--- src/hdl/wls_pkg.sv ---
//------------------------------------------------------------------------------
// wls_pkg
// Shared constants, command/status structs and arithmetic helpers for the
// weighted list scheduler.
//------------------------------------------------------------------------------
`default_nettype none

package wls_pkg;

   localparam int MAX_TASKS = 64;
   localparam int NUM_CPUS  = 4;

   localparam int ID_W   = 16;
   localparam int LEN_W  = 16;
   localparam int TIME_W = 20;
   localparam int FREE_W = 24;
   localparam int PEN_W  = 31;
   localparam int WGT_W  = 16;
   localparam int CPU_W  = 2;
   localparam int TERM_W = 48;
   localparam int SCORE_W = 32;
   localparam int DIV_W  = 56;
   localparam int ROW_W  = ID_W + LEN_W + 2 * TIME_W;

   localparam int CSR_IDX_W = 3;

   // register indexes of the configuration port
   localparam logic [CSR_IDX_W-1:0] REG_WEIGHT_LENGTH   = 3'd0;
   localparam logic [CSR_IDX_W-1:0] REG_WEIGHT_RELEASE  = 3'd1;
   localparam logic [CSR_IDX_W-1:0] REG_WEIGHT_DUE      = 3'd2;
   localparam logic [CSR_IDX_W-1:0] REG_WEIGHT_CPU_TIME = 3'd3;
   localparam logic [CSR_IDX_W-1:0] REG_WEIGHT_SLACK    = 3'd4;

   localparam logic signed [SCORE_W-1:0] SCORE_MAX = 32'sh7FFF_FFFF;
   localparam logic [FREE_W-1:0] FREE_MAX = 24'hFF_FFFF;
   localparam logic [PEN_W-1:0]  PEN_MAX  = 31'h7FFF_FFFF;

   typedef struct packed {
      logic             load;    // store an incoming task
      logic             clear;   // end of set: drop per-set state
      logic             start;   // open a new assignment
      logic             rd;      // read task row at idx
      logic             mul1;
      logic             mul2;
      logic             div_go;
      logic             sum;     // form the four scores
      logic             cmp;     // compare score of lane against best
      logic [CPU_W-1:0] lane;
      logic             fin;     // compute finish time of the winner
      logic             pen;     // tardiness, penalty, result register
      logic             last;
   } cmd_type;

   typedef struct packed {
      logic idx_done;
      logic div_busy;
   } status_type;

   // truncate x / 32768 toward zero
   function automatic logic signed [TERM_W-1:0] trunc_q15(input logic signed [TERM_W-1:0] x);
      logic signed [TERM_W-1:0] t;
      t = x + (x[TERM_W-1] ? TERM_W'(32767) : TERM_W'(0));
      return t >>> 15;
   endfunction

   function automatic logic signed [SCORE_W-1:0] sat32(input logic signed [TERM_W-1:0] x);
      logic signed [TERM_W-1:0] hi;
      logic signed [TERM_W-1:0] lo;
      hi = TERM_W'(SCORE_MAX);
      lo = -hi - TERM_W'(1);
      if (x > hi) begin
         return SCORE_MAX;
      end else if (x < lo) begin
         return SCORE_W'(lo);
      end
      return SCORE_W'(x);
   endfunction

endpackage

`default_nettype wire

--- src/hdl/wls_ctrl.sv ---
//------------------------------------------------------------------------------
// wls_ctrl
// Sequencer: loads tasks, scans unscheduled tasks per assignment, commits the
// winner and hands each result to the output channel.
//------------------------------------------------------------------------------
`default_nettype none

module wls_ctrl #(
   parameter int MAX_TASKS = wls_pkg::MAX_TASKS
) (
   input  wire logic                 clock,
   input  wire logic                 reset,
   input  wire logic                 req_tvalid,
   input  wire logic                 req_tlast,
   output logic                      req_tready,
   output logic                      rsp_tvalid,
   input  wire logic                 rsp_tready,
   input  wire logic [$clog2(MAX_TASKS+1)-1:0] count,
   input  wire wls_pkg::status_type  status,
   output wls_pkg::cmd_type          cmd,
   output logic [$clog2(MAX_TASKS+1)-1:0] idx
);

   localparam int CNT_W = $clog2(MAX_TASKS + 1);

   typedef enum logic [3:0] {
      IDLE, START, SCAN, READ, MUL1, MUL2, DIV, CMP, FIN, PEN, OUT
   } state_type;

   state_type                     state_ff, state_in;
   logic [CNT_W-1:0]              idx_ff, idx_in, n_ff, n_in;
   logic [wls_pkg::CPU_W-1:0]     lane_ff, lane_in;
   logic                          final_n;

   assign final_n = (CNT_W'(n_ff + CNT_W'(1)) == count);

   always_comb begin
      state_in = state_ff;
      idx_in   = idx_ff;
      n_in     = n_ff;
      lane_in  = lane_ff;
      cmd      = '0;
      case (state_ff)
         IDLE: begin
            if (req_tvalid) begin
               cmd.load = 1'b1;
               if (req_tlast) begin
                  n_in     = '0;
                  state_in = START;
               end
            end
         end
         START: begin
            cmd.start = 1'b1;
            idx_in    = '0;
            state_in  = SCAN;
         end
         SCAN: begin
            if (idx_ff == count) begin
               state_in = FIN;
            end else if (status.idx_done) begin
               idx_in = idx_ff + CNT_W'(1);
            end else begin
               cmd.rd   = 1'b1;
               state_in = READ;
            end
         end
         READ: begin
            cmd.mul1 = 1'b1;
            state_in = MUL1;
         end
         MUL1: begin
            cmd.mul2 = 1'b1;
            state_in = MUL2;
         end
         MUL2: begin
            cmd.div_go = 1'b1;
            state_in   = DIV;
         end
         DIV: begin
            if (!status.div_busy) begin
               cmd.sum  = 1'b1;
               lane_in  = '0;
               state_in = CMP;
            end
         end
         CMP: begin
            cmd.cmp  = 1'b1;
            cmd.lane = lane_ff;
            lane_in  = lane_ff + wls_pkg::CPU_W'(1);
            if (lane_ff == wls_pkg::CPU_W'(wls_pkg::NUM_CPUS - 1)) begin
               idx_in   = idx_ff + CNT_W'(1);
               state_in = SCAN;
            end
         end
         FIN: begin
            cmd.fin  = 1'b1;
            state_in = PEN;
         end
         PEN: begin
            cmd.pen  = 1'b1;
            cmd.last = final_n;
            state_in = OUT;
         end
         OUT: begin
            if (rsp_tready) begin
               n_in = n_ff + CNT_W'(1);
               if (final_n) begin
                  cmd.clear = 1'b1;
                  state_in  = IDLE;
               end else begin
                  state_in = START;
               end
            end
         end
         default: begin
            state_in = IDLE;
         end
      endcase
   end

   always_ff @(posedge clock) begin
      if (reset) begin
         state_ff <= IDLE;
         idx_ff   <= '0;
         n_ff     <= '0;
         lane_ff  <= '0;
      end else begin
         state_ff <= state_in;
         idx_ff   <= idx_in;
         n_ff     <= n_in;
         lane_ff  <= lane_in;
      end
   end

   assign req_tready = (state_ff == IDLE);
   assign rsp_tvalid = (state_ff == OUT);
   assign idx        = idx_ff;

endmodule

`default_nettype wire

--- config.mk ---
export PLATFORM = sky130hd
export DESIGN_NAME = wls_ctrl
export DESIGN_NICKNAME = d
export VERILOG_FILES = /design/src/hdl/wls_pkg.sv /design/src/hdl/wls_ctrl.sv
export SDC_FILE = /design/constraint.sdc
export NUM_CORES = 1
export LEC_CHECK = 0
export ABC_AREA = 1
export BUFFER_PORTS_ARGS = -buffer_cell sky130_fd_sc_hd__buf_2
export CELL_PAD_IN_SITES_DETAIL_PLACEMENT = 1
export CELL_PAD_IN_SITES_GLOBAL_PLACEMENT = 1
export CORE_MARGIN = 10
export CORE_UTILIZATION = 39
export CTS_CLUSTER_DIAMETER = 120
export CTS_CLUSTER_SIZE = 40
export DETAILED_ROUTE_END_ITERATION = 10
export GPL_ROUTABILITY_DRIVEN = 0
export PLACE_DENSITY_LB_ADDON = 0.05
export SLEW_MARGIN = 15
export SYNTH_ARGS = -nofsm -noshare
export SYNTH_HDL_FRONTEND = slang
export SYNTH_SLANG_ARGS = --single-unit
--- constraint.sdc ---
create_clock -name clock -period 3.1 [get_ports clock]
set_input_delay 0.775 -clock clock [delete_from_list [all_inputs] [get_ports clock]]
set_output_delay 0.775 -clock clock [all_outputs]
set_load 0.03 [all_outputs]
Yosys cells after proc, flatten, opt, wreduce, memory -nomap -nowiden
Cells that the tools add are included. Widths: inputs -> output; s select.

Logic and storage cells: 72. Output and inout port bits: 23. Register bits: 20. Input port bits: 14.

Reductions and logical operators: 8. $add $sub $neg: 3. Eq/ne operators: 21. Muxes and demuxes: 36.

Operator list (count): $pmux 4 s11 (1); $mux 7 (6); $mux 4 (7); $pmux 7 s3 (1); $eq 4x3->1 const B (4); $mux 1 (16); $add 7x1->7 const B (2); $eq 7x7->1 (2); $pmux 7 s2 (1); $eq 4x4->1 const B (3); $ne 2x2->1 const B (6); $eq 4x2->1 const B (2); $reduce_and 4->1 (2); $reduce_and 6->1 (1); $eq 4x1->1 const B (1); $logic_not 4->1 (1); $mux 2 (2); $pmux 2 s2 (1); $reduce_bool 2->1 (2); $mux 3 (1); $ne 3x3->1 const B (1); $reduce_bool 3->1 (1); $add 2x1->2 const B (1); $eq 2x2->1 const B (1); other kinds (2) (2).

Logic depth before layout (Yosys ltp)
Word-level depth: 5. Mapped depth: 14. Depth with buffers taken out: 14.

Worst setup path before layout
Ideal clock, no wire load.

Kind: input -> output. Start: input count[1]. End: output cmd[0] in the netlist's numbering. Slack: 400 ps. Stages: 7. Data required time: 2325 ps. Buffers on the path: 0. Arrival: 1925 ps. Cell sequence: xnor2_1 nand2_1 nor2_1 nand2_1 nor2_1 nand2_1 nor3_1.

RTL lines: start: declaration (RTL line wls_ctrl.sv:18) `input wire logic [$clog2(MAX_TASKS+1)-1:0] count,`; end: declaration (RTL line wls_ctrl.sv:20) `output wls_pkg::cmd_type cmd,`.

==> flow_metrics.tcl <==
set metrics [dict create \
    ys_async_sr_fraction_pct 0 \
    fin_worst_skew_ns 0.00187 \
    ys.flop_type "dfxtp_1" \
    synth_top_area_cell "dfxtp_1" \
    cts_root_buf "clkbuf_8" \
    synth-seq-area-share_pct 25.6 \
    drc_errors 0 \
    required_ns 2.32 \
    period_minus_slack_ns 2.81 \
    cp_data_arrival_time_ns 2.03 \
    powerDensity_nw_per_um2 632 \
    detail_route.first_pass.iterations 4 \
    worst_pin_slew_ns 0.392 \
    fin_util_pct 49.3 \
    overflow 0 \
    outcome "complete, no violations" \
    post_cts_buffers 0 \
    cts_buffer_depth 2 \
    cap_violations 0 \
    critical_path_class "reg2out" \
    cts_sinks 20 \
    hold_buffers 0 \
    synth_nets 273 \
    floorplan.initialDensity_pct 41.4 \
    synth_area_sq_um 1560 \
    die_h_microns 83.3 \
    ff2ff_path_depth 12 \
    h-tree-depth 1 \
    via_count 1664 \
    report.final.slew_viol_count 0 \
    synth.ff_latch_count 20 \
    max_freq_mhz 356 \
    yosysWarnings 0 \
    die_x_microns 83.3 \
    cp-end-kind "output port" \
    io_buffers 36 \
    synth_top_area_share_pct 25.6 \
    rsz0062_at_grt "no" \
    grt_pass1_wl_mm 8.29 \
    drt-initial-drc-count 44 \
    nFillCells 549 \
    timing.final.crit_share_pct 90.5 \
    cp_max_fo 5 \
    hold_depth 2 \
    syn_area_per_cell_sq_um 6.10 \
    synth.distinct_cells 27 \
    drive_gt1_share_pct 22.2 \
    synth_common_cells "nand2_1, inv_1, nor2_1" \
    grt_max_degree 18 \
    syn_to_final_growth_pct 19.2 \
    drt_wl_total_mm 4.69 \
    irDropWorstVdd_v 0.000375 \
    grt_pass1_vias 1707 \
    synthCells 256 \
    setup_viol 0 \
    p_leak_nw 0.907 \
    hold_viol_final 0 \
    n_antenna_cell 0 \
    yosysMostFrequentCell "nand2_1" \
    cts_resized 0 \
    nets 311 \
    hold_path_class "reg2reg" \
    std_cell_rows 22 \
    power_mw 1.18 \
    clk_pin_slew_ns 0.09 \
    pin_count 37 \
    ant_nets 0 \
    relSlewSlack_pct 73.8 \
    antenna_found_initial 0 \
    groute.usage.overall_pct 13.8 \
    crit_path_start_kind "flip-flop" \
    ys_top_cells_by_area "dfxtp_1, nand2_1, nand3_1" \
    die_area_sq_um 6930 \
    clock_latency_ns 0.27 \
    wl_per_cell_microns 13.8 \
    cts_buffers 3 \
    cts_tree "done" \
    tns_ns 0 \
    coreArea_sq_um 3770 \
    hpwl_mm 3.84 \
    synth_edf_count 0 \
    viasPerCell 4.88 \
]
cells by family after synthesis:
logic type,Yosys count,share of synthesized area [%]
compound gates,28,9.86
xor+xnor,14,7.85
fa+ha+maj,3,2.40
buf+inv,45,10.9
flops,20,25.6
simple gates,146,43.3
metrics by stage:
step	hold WS, ns	std cells	worst slack [ns]	area, sq um
6_report	0.484	341	0.295	1860
3_3_place_gp	0.469	337	0.525	1790
4_1_cts	0.483	341	0.283	1860
3_5_place_dp	0.472	337	0.501	1790
5_1_grt	0.512	341	0.0450	1860
2_1_floorplan	0.451	256	0.400	1560
worst max-delay path, stage by stage, from the launching register on:
cell and delay [ns]:
dfxtp_1 0.40, ha_1 0.21, nand2_2 0.12, nor2_4 0.17
nand3_1 0.11, nand3_1 0.10, nand2_1 0.05, nor2_1 0.14
nand2_1 0.12, nor3_1 0.13, buf_2 0.22
routing by layer:
metal	global-route usage [%]	routed length, microns
met5	0	0
met4	2.46	46
met3	3.71	184
met2	23.3	2250
met1	17.1	2210
state kept, by name, indices dropped and copies added (netlist names):
signal and count:
idx 7, lane_ff 2, state_ff 4, n_ff 7
layout by cell type, fill, tap and decap left out:
master     netlist  final
clkbuf_8         0      3
nand2_2          4      4
a21oi_1         20     20
nor2_1          33     33
xor2_1           6      6
a21oi_2          1      1
bufinv_16        0      1
nand2_4          2      2
nor2_4           5      5
xnor2_1          8      8
nand3_1         26     26
nand4_1          3      3
nor3_1           3      3
o21ai_2          1      1
o21ai_0          3      3
dfxtp_1         20     20
o21bai_1         1      1
inv_2            9      9
nand3b_1         3      3
nand2_1         64     64
o21ai_1          1      1
inv_1           33     33
nor2_2           2      2
ha_1             3      3
buf_2            1     36
o221ai_1         1      1
nor3_2           1      1
power breakdown:
part / switching [mW] / internal (mW)
Clock: 0.103 / 0.173
Sequential: 0.0384 / 0.281
Combinational: 0.420 / 0.161
Total: 0.561 / 0.615
area by class of cell:
| type | instances | area (sq um) | share of cell area (%) |
|---|---|---|---|
| flip-flops and latches | 20 | 400 | 21.5 |
| inverters | 42 | 158 | 8.47 |
| clock buffers | 3 | 41.3 | 2.22 |
| repair buffers | 36 | 180 | 9.68 |
| multi-input cells | 191 | 991 | 53.3 |
| clock inverters | 1 | 30.0 | 1.61 |
| well taps | 48 | 60.1 | 3.23 |
final timing paths:
path / startpoint / endpoint / slack, ns
worst max register to register: n_ff[0]$_SDFFE_PP0P_ / state_ff[0]$_SDFFE_PP0P_ / 1.33
worst min-delay path: n_ff[4]$_SDFFE_PP0P_ / n_ff[4]$_SDFFE_PP0P_ / 0.48
worst max-delay path: n_ff[0]$_SDFFE_PP0P_ / cmd[0] / 0.29
worst min register to register: n_ff[4]$_SDFFE_PP0P_ / n_ff[4]$_SDFFE_PP0P_ / 0.48
Power figures use the tool's default switching activity.
